===== src/rtl/core/jpp_pkg.sv =====
`timescale 1ns / 1ps

package jpp_pkg;

  localparam int DEPTH_W = 5;
  localparam int CNT_W   = DEPTH_W + 1;
  localparam int QUEUE_DEPTH = 4;
  localparam int QPTR_W  = $clog2(QUEUE_DEPTH);

  localparam logic [7:0] CH_SPACE  = 8'h20;
  localparam logic [7:0] CH_TAB    = 8'h09;
  localparam logic [7:0] CH_CR     = 8'h0d;
  localparam logic [7:0] CH_NL     = 8'h0a;
  localparam logic [7:0] CH_LBRACE = 8'h7b;
  localparam logic [7:0] CH_RBRACE = 8'h7d;
  localparam logic [7:0] CH_LBRACK = 8'h5b;
  localparam logic [7:0] CH_RBRACK = 8'h5d;
  localparam logic [7:0] CH_COMMA  = 8'h2c;
  localparam logic [7:0] CH_COLON  = 8'h3a;
  localparam logic [7:0] CH_QUOTE  = 8'h22;
  localparam logic [7:0] CH_BSLASH = 8'h5c;
  localparam logic [7:0] CH_NUL    = 8'h00;

  typedef enum logic [2:0] {
    ST_OK         = 3'd0,
    ST_NOT_JSON   = 3'd1,
    ST_UNMATCHED  = 3'd2,
    ST_OPEN_STR   = 3'd3,
    ST_OPEN_CONT  = 3'd4,
    ST_TOO_DEEP   = 3'd5
  } status_t;

  typedef enum logic [1:0] {
    HELD_NONE  = 2'd0,
    HELD_LINE  = 2'd1,
    HELD_SPACE = 2'd2
  } held_t;

  // Emission order of one command; a phase is skipped when its part is absent.
  typedef enum logic [3:0] {
    PH_PRE_SP   = 4'd0,
    PH_PRE_NL   = 4'd1,
    PH_PRE_IND  = 4'd2,
    PH_MID_NL   = 4'd3,
    PH_MID_IND  = 4'd4,
    PH_CHAR     = 4'd5,
    PH_POST_NL  = 4'd6,
    PH_POST_IND = 4'd7,
    PH_FIN_SP   = 4'd8,
    PH_FIN_NL   = 4'd9,
    PH_STATUS   = 4'd10,
    PH_DONE     = 4'd11
  } phase_t;

  localparam int PH_NUM = 11;

  typedef struct packed {
    held_t               pre;
    logic                mid;
    logic                ch_en;
    logic [7:0]          ch;
    logic                post;
    logic [DEPTH_W-1:0]  ind;
    held_t               fin;
    logic                st_en;
    status_t             status;
  } cmd_t;

endpackage


===== src/rtl/core/json_pretty_printer_top.sv =====
// Channel | Signals                               | Direction
// in      | in_valid, in_stall, in_byte, in_last  | text bytes in
// out     | out_valid, out_stall, out_byte,       | formatted bytes and the
//         |   byte_valid, out_last, status        |   closing status item out
//
// The back end emits the results of one command in turn and holds it until all
// are out, so plain text runs at one byte per cycle while out_stall is low.
// A four-entry command queue parts the classifier from the emitter; in_stall is
// high while it is full. A byte passes a queue entry, the command register and the
// output register, which out_stall holds. Reset is synchronous and active high.
`timescale 1ns / 1ps

module json_pretty_printer_top
  import jpp_pkg::*;
#(
  parameter int MAX_DEPTH = 16
) (
  input  logic       clk,
  input  logic       rst,
  input  logic       in_valid,
  output logic       in_stall,
  input  logic [7:0] in_byte,
  input  logic       in_last,
  output logic       out_valid,
  input  logic       out_stall,
  output logic [7:0] out_byte,
  output logic       byte_valid,
  output logic       out_last,
  output logic [2:0] status
);

  logic q_full, q_not_empty, q_push, q_pop;
  cmd_t push_cmd, head_cmd;

  jpp_front #(
    .MAX_DEPTH(MAX_DEPTH)
  ) u_front (
    .clk      (clk),
    .rst      (rst),
    .in_valid (in_valid),
    .in_byte  (in_byte),
    .in_last  (in_last),
    .in_stall (in_stall),
    .q_full   (q_full),
    .push     (q_push),
    .cmd      (push_cmd)
  );

  jpp_queue u_queue (
    .clk       (clk),
    .rst       (rst),
    .push      (q_push),
    .push_data (push_cmd),
    .pop       (q_pop),
    .head      (head_cmd),
    .not_empty (q_not_empty),
    .full      (q_full)
  );

  jpp_back u_back (
    .clk         (clk),
    .rst         (rst),
    .head        (head_cmd),
    .q_not_empty (q_not_empty),
    .pop         (q_pop),
    .out_valid   (out_valid),
    .out_stall   (out_stall),
    .out_byte    (out_byte),
    .byte_valid  (byte_valid),
    .out_last    (out_last),
    .status      (status)
  );

`ifndef SYNTHESIS
  a_status_item_form: assert property (@(posedge clk) disable iff (rst)
    out_valid && !byte_valid |-> out_last && (out_byte == CH_NUL))
    else $error("status item carries a byte");

  a_char_item_form: assert property (@(posedge clk) disable iff (rst)
    out_valid && byte_valid |-> !out_last && (status == ST_OK))
    else $error("character item carries status or end mark");

  a_pop_nonempty: assert property (@(posedge clk) disable iff (rst)
    q_pop |-> q_not_empty)
    else $error("command queue popped while empty");

  a_push_room: assert property (@(posedge clk) disable iff (rst)
    q_push |-> !q_full)
    else $error("command queue pushed while full");
`endif

endmodule


===== src/rtl/core/jpp_front.sv =====
`timescale 1ns / 1ps

module jpp_front
  import jpp_pkg::*;
#(
  parameter int MAX_DEPTH = 16
) (
  input  logic       clk,
  input  logic       rst,
  input  logic       in_valid,
  input  logic [7:0] in_byte,
  input  logic       in_last,
  output logic       in_stall,
  input  logic       q_full,
  output logic       push,
  output cmd_t       cmd
);

  logic [DEPTH_W-1:0] depth, depth_next;
  logic               in_str, in_str_next;
  logic               esc, esc_next;
  logic               empty, empty_next;
  held_t              held, held_next;
  logic               start, start_next;
  status_t            err, err_next;

  logic accept;
  logic is_ws, is_open, is_close;

  assign in_stall = q_full;
  assign accept   = in_valid && !q_full;

  assign is_ws    = (in_byte == CH_SPACE) || (in_byte == CH_TAB) ||
                    (in_byte == CH_CR) || (in_byte == CH_NL);
  assign is_open  = (in_byte == CH_LBRACE) || (in_byte == CH_LBRACK);
  assign is_close = (in_byte == CH_RBRACE) || (in_byte == CH_RBRACK);

  always_comb begin
    depth_next  = depth;
    in_str_next = in_str;
    esc_next    = esc;
    empty_next  = empty;
    held_next   = held;
    start_next  = start;
    err_next    = err;
    cmd         = '0;
    cmd.pre     = HELD_NONE;
    cmd.fin     = HELD_NONE;
    cmd.status  = ST_OK;
    cmd.ch      = in_byte;
    cmd.ind     = depth;

    if (err == ST_OK) begin
      if (in_str) begin
        cmd.ch_en = 1'b1;
        if (esc) begin
          esc_next = 1'b0;
        end else if (in_byte == CH_BSLASH) begin
          esc_next = 1'b1;
        end else if (in_byte == CH_QUOTE) begin
          in_str_next = 1'b0;
        end
      end else if (is_ws) begin
        // drop
      end else if (!start && !is_open) begin
        err_next = ST_NOT_JSON;
      end else begin
        start_next = 1'b1;
        if (is_open) begin
          if (depth >= DEPTH_W'(MAX_DEPTH)) begin
            err_next = ST_TOO_DEEP;
          end else begin
            cmd.pre    = held;
            cmd.ch_en  = 1'b1;
            depth_next = depth + 1'b1;
            held_next  = HELD_LINE;
            empty_next = 1'b1;
          end
        end else if (is_close) begin
          if (depth == '0) begin
            err_next = ST_UNMATCHED;
          end else begin
            depth_next = depth - 1'b1;
            cmd.ind    = depth - 1'b1;
            if (!empty) begin
              cmd.pre = held;
              cmd.mid = 1'b1;
            end
            held_next  = HELD_NONE;
            cmd.ch_en  = 1'b1;
            empty_next = 1'b0;
          end
        end else if (in_byte == CH_COMMA) begin
          held_next  = HELD_NONE;
          cmd.ch_en  = 1'b1;
          cmd.post   = 1'b1;
          empty_next = 1'b0;
        end else if (in_byte == CH_COLON) begin
          cmd.ch_en = 1'b1;
          held_next = HELD_SPACE;
        end else begin
          cmd.pre    = held;
          held_next  = HELD_NONE;
          cmd.ch_en  = 1'b1;
          empty_next = 1'b0;
          if (in_byte == CH_QUOTE) begin
            in_str_next = 1'b1;
          end
        end
      end
    end

    if (in_last) begin
      if (err_next == ST_OK) begin
        if (!start_next) begin
          err_next = ST_NOT_JSON;
        end else if (in_str_next) begin
          err_next = ST_OPEN_STR;
        end else if (depth_next != '0) begin
          err_next = ST_OPEN_CONT;
        end else begin
          cmd.fin = held_next;
        end
      end
      cmd.st_en  = 1'b1;
      cmd.status = err_next;
      // back to the reset state for the next text
      depth_next  = '0;
      in_str_next = 1'b0;
      esc_next    = 1'b0;
      empty_next  = 1'b0;
      held_next   = HELD_NONE;
      start_next  = 1'b0;
      err_next    = ST_OK;
    end

    push = accept && (cmd.ch_en || cmd.st_en);
  end

  always_ff @(posedge clk) begin
    if (rst) begin
      depth  <= '0;
      in_str <= 1'b0;
      esc    <= 1'b0;
      empty  <= 1'b0;
      held   <= HELD_NONE;
      start  <= 1'b0;
      err    <= ST_OK;
    end else if (accept) begin
      depth  <= depth_next;
      in_str <= in_str_next;
      esc    <= esc_next;
      empty  <= empty_next;
      held   <= held_next;
      start  <= start_next;
      err    <= err_next;
    end
  end

endmodule


===== src/rtl/core/jpp_queue.sv =====
`timescale 1ns / 1ps

module jpp_queue
  import jpp_pkg::*;
(
  input  logic clk,
  input  logic rst,
  input  logic push,
  input  cmd_t push_data,
  input  logic pop,
  output cmd_t head,
  output logic not_empty,
  output logic full
);

  cmd_t                entries [QUEUE_DEPTH];
  logic [QPTR_W-1:0]   wr_ptr;
  logic [QPTR_W-1:0]   rd_ptr;
  logic [QPTR_W:0]     count;

  assign head      = entries[rd_ptr];
  assign not_empty = (count != '0);
  assign full      = (count == (QPTR_W+1)'(QUEUE_DEPTH));

  always_ff @(posedge clk) begin
    if (push) begin
      entries[wr_ptr] <= push_data;
    end
  end

  always_ff @(posedge clk) begin
    if (rst) begin
      wr_ptr <= '0;
      rd_ptr <= '0;
      count  <= '0;
    end else begin
      if (push) begin
        wr_ptr <= wr_ptr + 1'b1;
      end
      if (pop) begin
        rd_ptr <= rd_ptr + 1'b1;
      end
      if (push && !pop) begin
        count <= count + 1'b1;
      end else if (pop && !push) begin
        count <= count - 1'b1;
      end
    end
  end

endmodule


===== src/rtl/core/jpp_back.sv =====
`timescale 1ns / 1ps

module jpp_back
  import jpp_pkg::*;
(
  input  logic       clk,
  input  logic       rst,
  input  cmd_t       head,
  input  logic       q_not_empty,
  output logic       pop,
  output logic       out_valid,
  input  logic       out_stall,
  output logic [7:0] out_byte,
  output logic       byte_valid,
  output logic       out_last,
  output logic [2:0] status
);

  phase_t           phase, phase_next;
  cmd_t             cur, cur_next;
  logic             cur_valid, cur_valid_next;
  logic [CNT_W-1:0] cnt, cnt_next;

  logic       out_free, emit, is_ind, more_ind, finish, load;
  phase_t     adv;
  logic [7:0] ob;
  logic       obv, ol;
  status_t    ost;

  function automatic phase_t first_from(cmd_t c, logic [3:0] from);
    logic [PH_NUM-1:0] en;
    phase_t            res;
    en = '0;
    res = PH_DONE;
    en[PH_PRE_SP]   = (c.pre == HELD_SPACE);
    en[PH_PRE_NL]   = (c.pre == HELD_LINE);
    en[PH_PRE_IND]  = (c.pre == HELD_LINE) && (c.ind != '0);
    en[PH_MID_NL]   = c.mid;
    en[PH_MID_IND]  = c.mid && (c.ind != '0);
    en[PH_CHAR]     = c.ch_en;
    en[PH_POST_NL]  = c.post;
    en[PH_POST_IND] = c.post && (c.ind != '0);
    en[PH_FIN_SP]   = (c.fin == HELD_SPACE);
    en[PH_FIN_NL]   = (c.fin == HELD_LINE);
    en[PH_STATUS]   = c.st_en;
    for (int i = PH_NUM - 1; i >= 0; i--) begin
      if (en[i] && (i >= int'(from))) begin
        res = phase_t'(4'(i));
      end
    end
    return res;
  endfunction

  function automatic logic [CNT_W-1:0] ind_count(cmd_t c);
    return {c.ind, 1'b0} - 1'b1;
  endfunction

  always_comb begin
    ob  = CH_SPACE;
    obv = 1'b1;
    ol  = 1'b0;
    ost = ST_OK;
    unique case (phase) inside
      PH_PRE_NL, PH_MID_NL, PH_POST_NL, PH_FIN_NL: ob = CH_NL;
      PH_CHAR: ob = cur.ch;
      PH_STATUS: begin
        ob  = CH_NUL;
        obv = 1'b0;
        ol  = 1'b1;
        ost = cur.status;
      end
      default: ;
    endcase
  end

  always_comb begin
    out_free = !out_valid || !out_stall;
    emit     = cur_valid && out_free;
    is_ind   = (phase == PH_PRE_IND) || (phase == PH_MID_IND) ||
               (phase == PH_POST_IND);
    more_ind = is_ind && (cnt != '0);
    adv      = first_from(cur, 4'(phase) + 4'd1);
    finish   = emit && !more_ind && (adv == PH_DONE);
    load     = (!cur_valid || finish) && q_not_empty;
    pop      = load;

    phase_next     = phase;
    cur_next       = cur;
    cur_valid_next = cur_valid;
    cnt_next       = cnt;

    if (emit) begin
      if (more_ind) begin
        cnt_next = cnt - 1'b1;
      end else if (adv != PH_DONE) begin
        phase_next = adv;
        cnt_next   = ind_count(cur);
      end
    end
    if (finish) begin
      cur_valid_next = 1'b0;
      phase_next     = PH_DONE;
    end
    if (load) begin
      cur_next       = head;
      cur_valid_next = 1'b1;
      phase_next     = first_from(head, 4'd0);
      cnt_next       = ind_count(head);
    end
  end

  always_ff @(posedge clk) begin
    if (rst) begin
      phase     <= PH_DONE;
      cur_valid <= 1'b0;
    end else begin
      phase     <= phase_next;
      cur_valid <= cur_valid_next;
    end
  end

  always_ff @(posedge clk) begin
    cur <= cur_next;
    cnt <= cnt_next;
  end

  // output register: load whenever the downstream slot is free
  always_ff @(posedge clk) begin
    if (rst) begin
      out_valid <= 1'b0;
    end else if (out_free) begin
      out_valid <= emit;
    end
  end

  always_ff @(posedge clk) begin
    if (out_free && emit) begin
      out_byte   <= ob;
      byte_valid <= obv;
      out_last   <= ol;
      status     <= ost;
    end
  end

endmodule


===== config.mk =====
export PLATFORM = sky130hd
export DESIGN_NAME = json_pretty_printer_top
export DESIGN_NICKNAME = d
export VERILOG_FILES = /design/src/rtl/core/jpp_pkg.sv /design/src/rtl/core/json_pretty_printer_top.sv /design/src/rtl/core/jpp_front.sv /design/src/rtl/core/jpp_queue.sv /design/src/rtl/core/jpp_back.sv
export SDC_FILE = /design/constraint.sdc
export NUM_CORES = 1
export LEC_CHECK = 0
export ABC_AREA = 1
export BUFFER_PORTS_ARGS = -buffer_cell sky130_fd_sc_hd__buf_2
export CAP_MARGIN = 40
export CORE_MARGIN = 10
export CORE_UTILIZATION = 35
export CTS_CLUSTER_SIZE = 28
export DETAILED_ROUTE_END_ITERATION = 10
export GPL_ROUTABILITY_DRIVEN = 0
export PLACE_DENSITY_LB_ADDON = 0.3
export SYNTH_ARGS = -nofsm -noshare
export SYNTH_HDL_FRONTEND = slang
export SYNTH_SLANG_ARGS = --single-unit

===== constraint.sdc =====
create_clock -name clk -period 3.31 [get_ports clk]
set_input_delay 0.331 -clock clk [delete_from_list [all_inputs] [get_ports clk]]
set_output_delay 0.331 -clock clk [all_outputs]
set_load 0.05 [all_outputs]

==> results of run 1 <==
-- what timing repair did --
action / 4_1_cts / 5_1_grt
hold buffers: 0 / 0
gates resized for setup: 0 / 3
buffers inserted: 0 / 0
setup endpoints to repair: 0 / 2
-- critical path, cell delays in order (launching register included) --
cell,delay [ns]
edfxtp_1,0.38
inv_1,0.09
ha_1,0.23
nand3_2,0.20
o31ai_2,0.27
and3_1,0.25
nand2_2,0.11
nor2_4,0.13
nand4_4,0.12
nand2_4,0.13
nand2_4,0.05
ha_1,0.17
inv_1,0.09
fa_1,0.19
o21ai_0,0.09
a21o_1,0.17
o21ai_0,0.16
a21oi_1,0.05
-- routing by layer --
layer  global-route usage  wire, um  vias up
li1                     -         -     2822
met1                0.175      8670     2614
met2                0.190      7910      126
met3               0.0312       910       11
met4               0.0349       140        0
met5                    0         0        -
-- worst max-delay path by stage --
stage                                            start  cells past startpoint                       endpoint  slack (ns)
final                          u_back.cur[6]$_DFFE_PN_                     17  u_queue.count[2]$_SDFFE_PP0P_        0.33
after global routing      u_back.phase[0]$_SDFFE_PP1P_                     24  u_queue.count[2]$_SDFFE_PP0P_        0.02
after CTS                 u_back.phase[0]$_SDFFE_PP1P_                     24  u_queue.count[2]$_SDFFE_PP0P_        0.20
after global placement    u_back.phase[0]$_SDFFE_PP1P_                     24  u_queue.count[2]$_SDFFE_PP0P_        0.30
after floorplan           u_back.phase[0]$_SDFFE_PP1P_                     25  u_queue.count[2]$_SDFFE_PP0P_        0.33
after detailed placement  u_back.phase[0]$_SDFFE_PP1P_                     24  u_queue.count[2]$_SDFFE_PP0P_        0.19
-- cells by family after synthesis --
family                   Yosys count  share of synthesized area
AO/OA/AOI/OAI                    152                      0.114
flip-flops                       168                      0.588
AND/OR/NAND/NOR                  318                      0.188
adder cells (fa/ha/maj)           23                     0.0365
XOR/XNOR                          13                     0.0141
buffers and inverters            121                     0.0593
-- state kept, by name, indices dropped and copies added (netlist names), named ones only --
name	flops
u_back.out_valid	1
u_back.cur	24
u_front.depth	5
u_queue.entries	96
u_back.phase	4
u_queue.wr_ptr	2
u_queue.rd_ptr	2
u_front.esc	1
u_back.status	3
u_back.out_last	1
u_front.empty	1
u_queue.count	3
u_front.err	3
u_front.held	2
u_back.out_byte	8
u_back.cnt	6
u_front.in_str	1
u_back.cur_valid	1
u_front.start	1
u_back.byte_valid	1
-- final cells by class --
cell class                 instances  area [um^2]  share of cell area
multi-input combinational        506         2860               0.309
timing repair buffer              46          340              0.0368
tap                              285          357              0.0385
clock inverter                    13          135              0.0146
inverter                          99          377              0.0407
clock buffer                      19          433              0.0468
sequential                       168         4760               0.514
-- synthesized netlist by cell type (all sizes together) --
| cell type | n | area (um^2) |
|---|---|---|
| a2111oi | 1 | 8.76 |
| a211oi | 6 | 45.0 |
| a21o | 1 | 7.51 |
| a21oi | 34 | 170 |
| a2bb2oi | 1 | 8.76 |
| a31oi | 1 | 6.26 |
| a32oi | 9 | 78.8 |
| and3 | 1 | 6.26 |
| buf | 4 | 35.0 |
| clkbuf | 18 | 67.6 |
| clkinv | 2 | 7.51 |
| dfxtp | 29 | 581 |
| edfxtp | 139 | 4170 |
| fa | 1 | 20.0 |
| ha | 22 | 275 |
| inv | 97 | 369 |
| nand2 | 148 | 613 |
| nand3 | 31 | 175 |
| nand3b | 1 | 7.51 |
| nand4 | 10 | 129 |
| nor2 | 102 | 430 |
| nor3 | 17 | 100 |
| nor3b | 2 | 20.0 |
| o211ai | 2 | 20.0 |
| o21ai | 67 | 350 |
| o21bai | 3 | 33.8 |
| o22ai | 19 | 119 |
| o31ai | 6 | 55.1 |
| o32ai | 1 | 8.76 |
| o41ai | 1 | 8.76 |
| or2 | 6 | 37.5 |
| xnor2 | 3 | 26.3 |
| xor2 | 10 | 87.6 |
-- power groups by stage --
stage	sequential (uW)	combinational [uW]	clock [uW]
after CTS	3030	2890	1960
after global routing	3070	3220	2050
after global placement	3060	2860	0
after detailed placement	3070	2870	0
final	3030	2870	1910
after floorplan	3210	1950	0
-- metrics by stage --
stage,setup WS [ns],util,total power (uW),cell area (um^2)
detailed placement,0.188,0.383,5940,8690
CTS,0.199,0.408,7870,9260
finish,0.331,0.408,7810,9260
global placement,0.299,0.383,5920,8690
global route,0.0192,0.408,8350,9260
floorplan,0.332,-,5160,8080
==> impl_metrics.toml, run 1 <==
[floorplan]
rows = 55
floorplan.initialDensity = 0.356
die_area_um2 = 29600
io_pins = 28
die_h_um = 172
die_w_um = 172
core_area_um2 = 22700

[synth]
synthesis.nets = 831
synth_seq_cells = 168
seq_area_frac_synth = 0.588
synth_cells = 795
avgSynthCellArea_um2 = 10.2
synth_area_um2 = 8080
yosysWarnings = 0
synth_cell_types = 52

[worst_hold_path]
hp-start = "in_byte[7]"
hold_path_class = "in -> reg"
whs_path_depth = 1
whs_endpoint = "u_queue.entries[2][19]$_DFFE_PP_"

[cells_and_area]
diodes = 0
fillCellCount = 2205
nets = 874
finalNonFillerCells = 1136
layout_common_cells = "139 x edfxtp_1, 134 x nand2_1, 86 x inv_1"
syn2layout_area_growth_pct = 14.6
drive_gt1_frac = 0.172
layout_commonest_cell = "edfxtp_1"

[worst_setup_path]
worst-path-max-fanout = 8
reg2reg_to = "u_queue.count[2]$_SDFFE_PP0P_"
cp.arrival_ns = 3.30
end_kind = "flop"
crit_required_ns = 3.63
critPathKind = "reg -> reg"
r2r-start = "u_back.cur[6]$_DFFE_PN_"
reg2regPathDepth = 17
start_kind = "flop"
reg2reg_setup_slack_ns = 0.33

[placed_design]
dp_hpwl_mm = 12.4
numPortBuffers = 27
placed_cells = 1104

[detailed_routing]
wl_mm = 17.6
initialDrtViolationCount = 507
avgViaCountPerCell = 4.91
drc_errors = 0
wl_per_cell_um = 15.5
via_count = 5573
firstDrtPassIters = 5
ant_nets = 0

[power_and_ir_drop]
internal_power_uw = 4800
p_comb_frac = 0.367
power_frac_seq = 0.388
p_per_area_nw_per_um2 = 843
ir_drop_v = 0.000378
power_switching_uw = 3010
power_frac_clock = 0.245
p_sw_frac = 0.385
power_leakage_uw = 0.00361

[timing]
skew_ns = 0.0129
period_share = 0.900
slew_headroom = 0.538
finalMaxSlewViolations = 0
rsz0062_at_grt = "false"
max_freq_ghz = 0.336
whs_ns = 0.171
tns_ns = 0
setup_viol = 0
worstMarginPinSlew_ns = 0.686
hold_viol = 0
fin_crit_ns = 2.98

[clocking]
cts_tree = "yes"
clk_latency_ns = 0.43
clockBufferDepth = 2
cts_sinks = 168
clockRootBuffer = "clkbuf_16"
numCtsBuffers = 17
cts.reportedPaths.clkPinSlew_ns = 0.07
cts_htree_levels = 4

[global_route]
grtUsageTotal = 0.126
grt_max_degree = 31
antenna_found_initial = 1
grt_pass1_wl_mm = 28.8
grt_overflow = 0
grt_pass1_vias = 5343

[flow_run]
cap_violations = 0

[run_status]
outcome = "finished clean"
Note: power is estimated with default switching activity, not from simulation.
==> inputs of run 2 (changes only) <==
BUFFER_PORTS_ARGS = unset   (was -buffer_cell sky130_fd_sc_hd__buf_2)
DONT_BUFFER_PORTS = 1   (was unset)
SYNTH_HIERARCHICAL = 1   (was unset)
==> run 2 against run 1 <==
Compared with the run above: clock-buffer cell count unchanged; non-clock buffer count decreased by 13; flip-flop and latch count stayed put; synthesized cell count rose by 5.5%; die area is 3.1% higher; register-to-register slack about the same; global-route usage is 0.78 points lower; combinational power is 12% lower; largest cell class unchanged; first-iteration DRC count down 27%; core utilization fell by 0.22 points.
==> impl_metrics.toml, run 2 <==
[timing]
slew_headroom = 0.485
max_freq_ghz = 0.335
fin_crit_ns = 2.98
skew_ns = 0.00934
setup_viol = 0
worstMarginPinSlew_ns = 0.765
period_share = 0.901
finalMaxSlewViolations = 0
hold_viol = 0
tns_ns = 0

[global_route]
grtUsageTotal = 0.118
grt_pass1_wl_mm = 28.7
grt_overflow = 0
antenna_found_initial = 1
grt_max_degree = 49
grt_pass1_vias = 5312

[detailed_routing]
firstDrtPassIters = 5
via_count = 5707
ant_nets = 0
met2WireLength_mm = 8.11
m1WireLength_mm = 8.83
dr_wl_met3_um = 672
initialDrtViolationCount = 371
wl_per_cell_um = 14.9
drc_errors = 0
wl_mm = 17.8
routed.top_layer = "met4"
avgViaCountPerCell = 4.78

[synth]
synth_top_family_by_area = "simple AND/OR/NAND/NOR gates"
synthXorXnorAreaFrac = 0.0115
synth_area_um2 = 8360
synth_cells = 839
yosysWarnings = 6
synth_seq_cells = 168
synth_top_area_cell = "edfxtp_1"
synthTopCellsByCount = "139 x edfxtp_1, 132 x nand2_1, 93 x inv_1"
synth_cell_types = 46
avgSynthCellArea_um2 = 9.97
synth.top_cells.by_area = "edfxtp_1 50%, dfxtp_1 6.9%, nand2_1 5.9%"
synthesis.nets = 873
synth-compound-area-share = 0.114
seq_area_frac_synth = 0.568
ys_async_sr_fraction = 0
yosysTopAreaCellShare = 0.499
synth-edff-count = 139
synthAdderAreaFrac = 0.0323
yosys.area_share.simple = 0.201
muxShareOfSynthArea = 0
synth.most_common_cell = "edfxtp_1"
dominantRegCellSynth = "edfxtp_1"

[worst_setup_path]
max_stage_delay_ns = 0.43
cp.arrival_ns = 3.31
critical_path_buf_inv_count = 8
worst-path-max-fanout = 6
start_kind = "flop"
cpMostUsedCell = "inv_1"
end_kind = "flop"
r2r-start = "u_front/depth[1]$_SDFFE_PP0P_"
critPathTopFamily = "buffers and inverters"
cp-startpoint = "u_front/depth[1]$_SDFFE_PP0P_"
worstPathCellList = "inv_1, ha_1, inv_1, nor2_1, nand2_2, nor2_4, inv_1, nand4_1, a21oi_1, buf_4, nor2_1, nor2_1, buf_4, ha_1, inv_1, fa_1, inv_1, nand2_1, nand3_1, nand2_1, inv_1, nor2_1"
critPathKind = "reg -> reg"
slowest_stage = "dfxtp_1"
crit_required_ns = 3.64

[power_and_ir_drop]
power_frac_clock = 0.258
power_uw = 7730
p_per_area_nw_per_um2 = 812
power_switching_uw = 2900
internal_power_uw = 4830
p_sw_frac = 0.376
power_leakage_uw = 0.00371
power_frac_seq = 0.414
ir_drop_v = 0.000348
p_comb_frac = 0.328

[cells_and_area]
fillCellCount = 2276
layout_common_cells = "139 x edfxtp_1, 132 x nand2_1, 92 x inv_1"
largest_register = "u_queue/entries"
top_regs = "u_queue/entries: 96 flops, u_back/cur: 24 flops, u_back/out_byte: 8 flops"
drive_gt1_frac = 0.173
layout_commonest_cell = "edfxtp_1"
nets = 895
final_util = 0.406
largest_reg_flops = 96
syn2layout_area_growth_pct = 13.8
diodes = 0

[floorplan]
die_h_um = 175
die_area_um2 = 30500
io_pins = 28
floorplan.initialDensity = 0.356
rows = 56
die_w_um = 175
core_area_um2 = 23500

[clocking]
cts.reportedPaths.clkPinSlew_ns = 0.07
cts_sinks = 168
numCtsBuffers = 17
cts_tree = "yes"
clockBufferDepth = 2
clk_latency_ns = 0.42
cts_htree_levels = 4
clockRootBuffer = "clkbuf_16"

[worst_hold_path]
hold_path_class = "in -> reg"
hp-start = "rst"

[placed_design]
dp_hpwl_mm = 12.0
numPortBuffers = 0

[flow_run]
cap_violations = 0

[run_status]
outcome = "finished clean"
## run 2: cell count changes in the layout (fill, tap and decap cells not counted), sizes merged, moves of 4 or more
cell,previous run,this run
or2,6,1
nor2,102,117
a32oi,9,0
o31ai,6,2
nor3,17,13
nand3,31,58
o21ai,67,76
o22ai,19,26
buf,46,23
a21oi,34,29
dlygate4sd3,0,10
nand2,148,152
inv,105,110
## run 2: worst paths after layout
path	endpoint	slack [ns]	depth (start not counted)
max	u_queue/count[2]$_SDFFE_PP0P_	0.33	22
min	u_back/phase[1]$_SDFFE_PP1P_	0.07	2
max reg2reg	u_queue/count[2]$_SDFFE_PP0P_	0.33	22
min reg2reg	u_queue/rd_ptr[1]$_SDFFE_PP0P_	0.44	1
## run 2: cells by family (layout without fill, tap and decap cells)
family | after synthesis | in the layout
xor gates and xnor gates | 11 | 11
DFF | 168 | 168
AOI/OAI and AO/OA | 148 | 148
adders and majority gates | 21 | 21
buffers and inverters | 134 | 169
and+or+nand+nor | 357 | 357
## run 2: layout make-up
| class | instances | area, um^2 | share of cell area |
|---|---|---|---|
| multi-input cells | 537 | 3030 | 0.318 |
| inverters | 104 | 399 | 0.0419 |
| well taps | 319 | 399 | 0.0419 |
| repair buffers | 33 | 335 | 0.0352 |
| clock inverters | 13 | 160 | 0.0168 |
| clock buffers | 19 | 433 | 0.0455 |
| flip-flops and latches | 168 | 4760 | 0.500 |
## run 2: worst register-to-register path: stages (launching register included)
cell and delay [ns]:
dfxtp_1 0.43, inv_1 0.15, ha_1 0.22, inv_1 0.06
nor2_1 0.04, nand2_2 0.13, nor2_4 0.07, inv_1 0.13
nand4_1 0.11, a21oi_1 0.14, buf_4 0.16, nor2_1 0.04
nor2_1 0.11, buf_4 0.17, ha_1 0.17, inv_1 0.06
fa_1 0.38, inv_1 0.06, nand2_1 0.06, nand3_1 0.08
nand2_1 0.05, inv_1 0.05, nor2_1 0.03
## run 2: power groups by stage
stage	combinational (uW)	clock (uW)	sequential (uW)
2_1_floorplan	1960	0	3200
3_3_place_gp	2470	0	3250
3_5_place_dp	2480	0	3250
4_1_cts	2510	2040	3210
5_1_grt	2880	2130	3250
6_report	2530	1990	3200
## run 2: repair_timing
action,CTS,global route
hold buffers,10,0
hold endpoints to repair,49,0
gates resized for setup,0,7
buffers inserted,0,3
endpoints found under the setup margin,0,4
## run 2: layer usage
layer,vias to the layer above,global-route usage
met5,-,0
met4,0,0.0364
met3,23,0.0276
met2,99,0.186
met1,2679,0.158
li1,2906,-
## run 2: metrics by stage
stage | setup slack [ns] | instance area [um^2] | instances | hold WS, ns
5_1_grt | -0.0107 | 9520 | 1193 | 0.0510
6_report | 0.329 | 9520 | 1193 | 0.0653
3_5_place_dp | 0.144 | 8780 | 1148 | 0.412
3_3_place_gp | 0.225 | 8780 | 1148 | 0.411
2_1_floorplan | 0.108 | 8370 | 839 | 0.400
4_1_cts | 0.132 | 9470 | 1190 | 0.0434
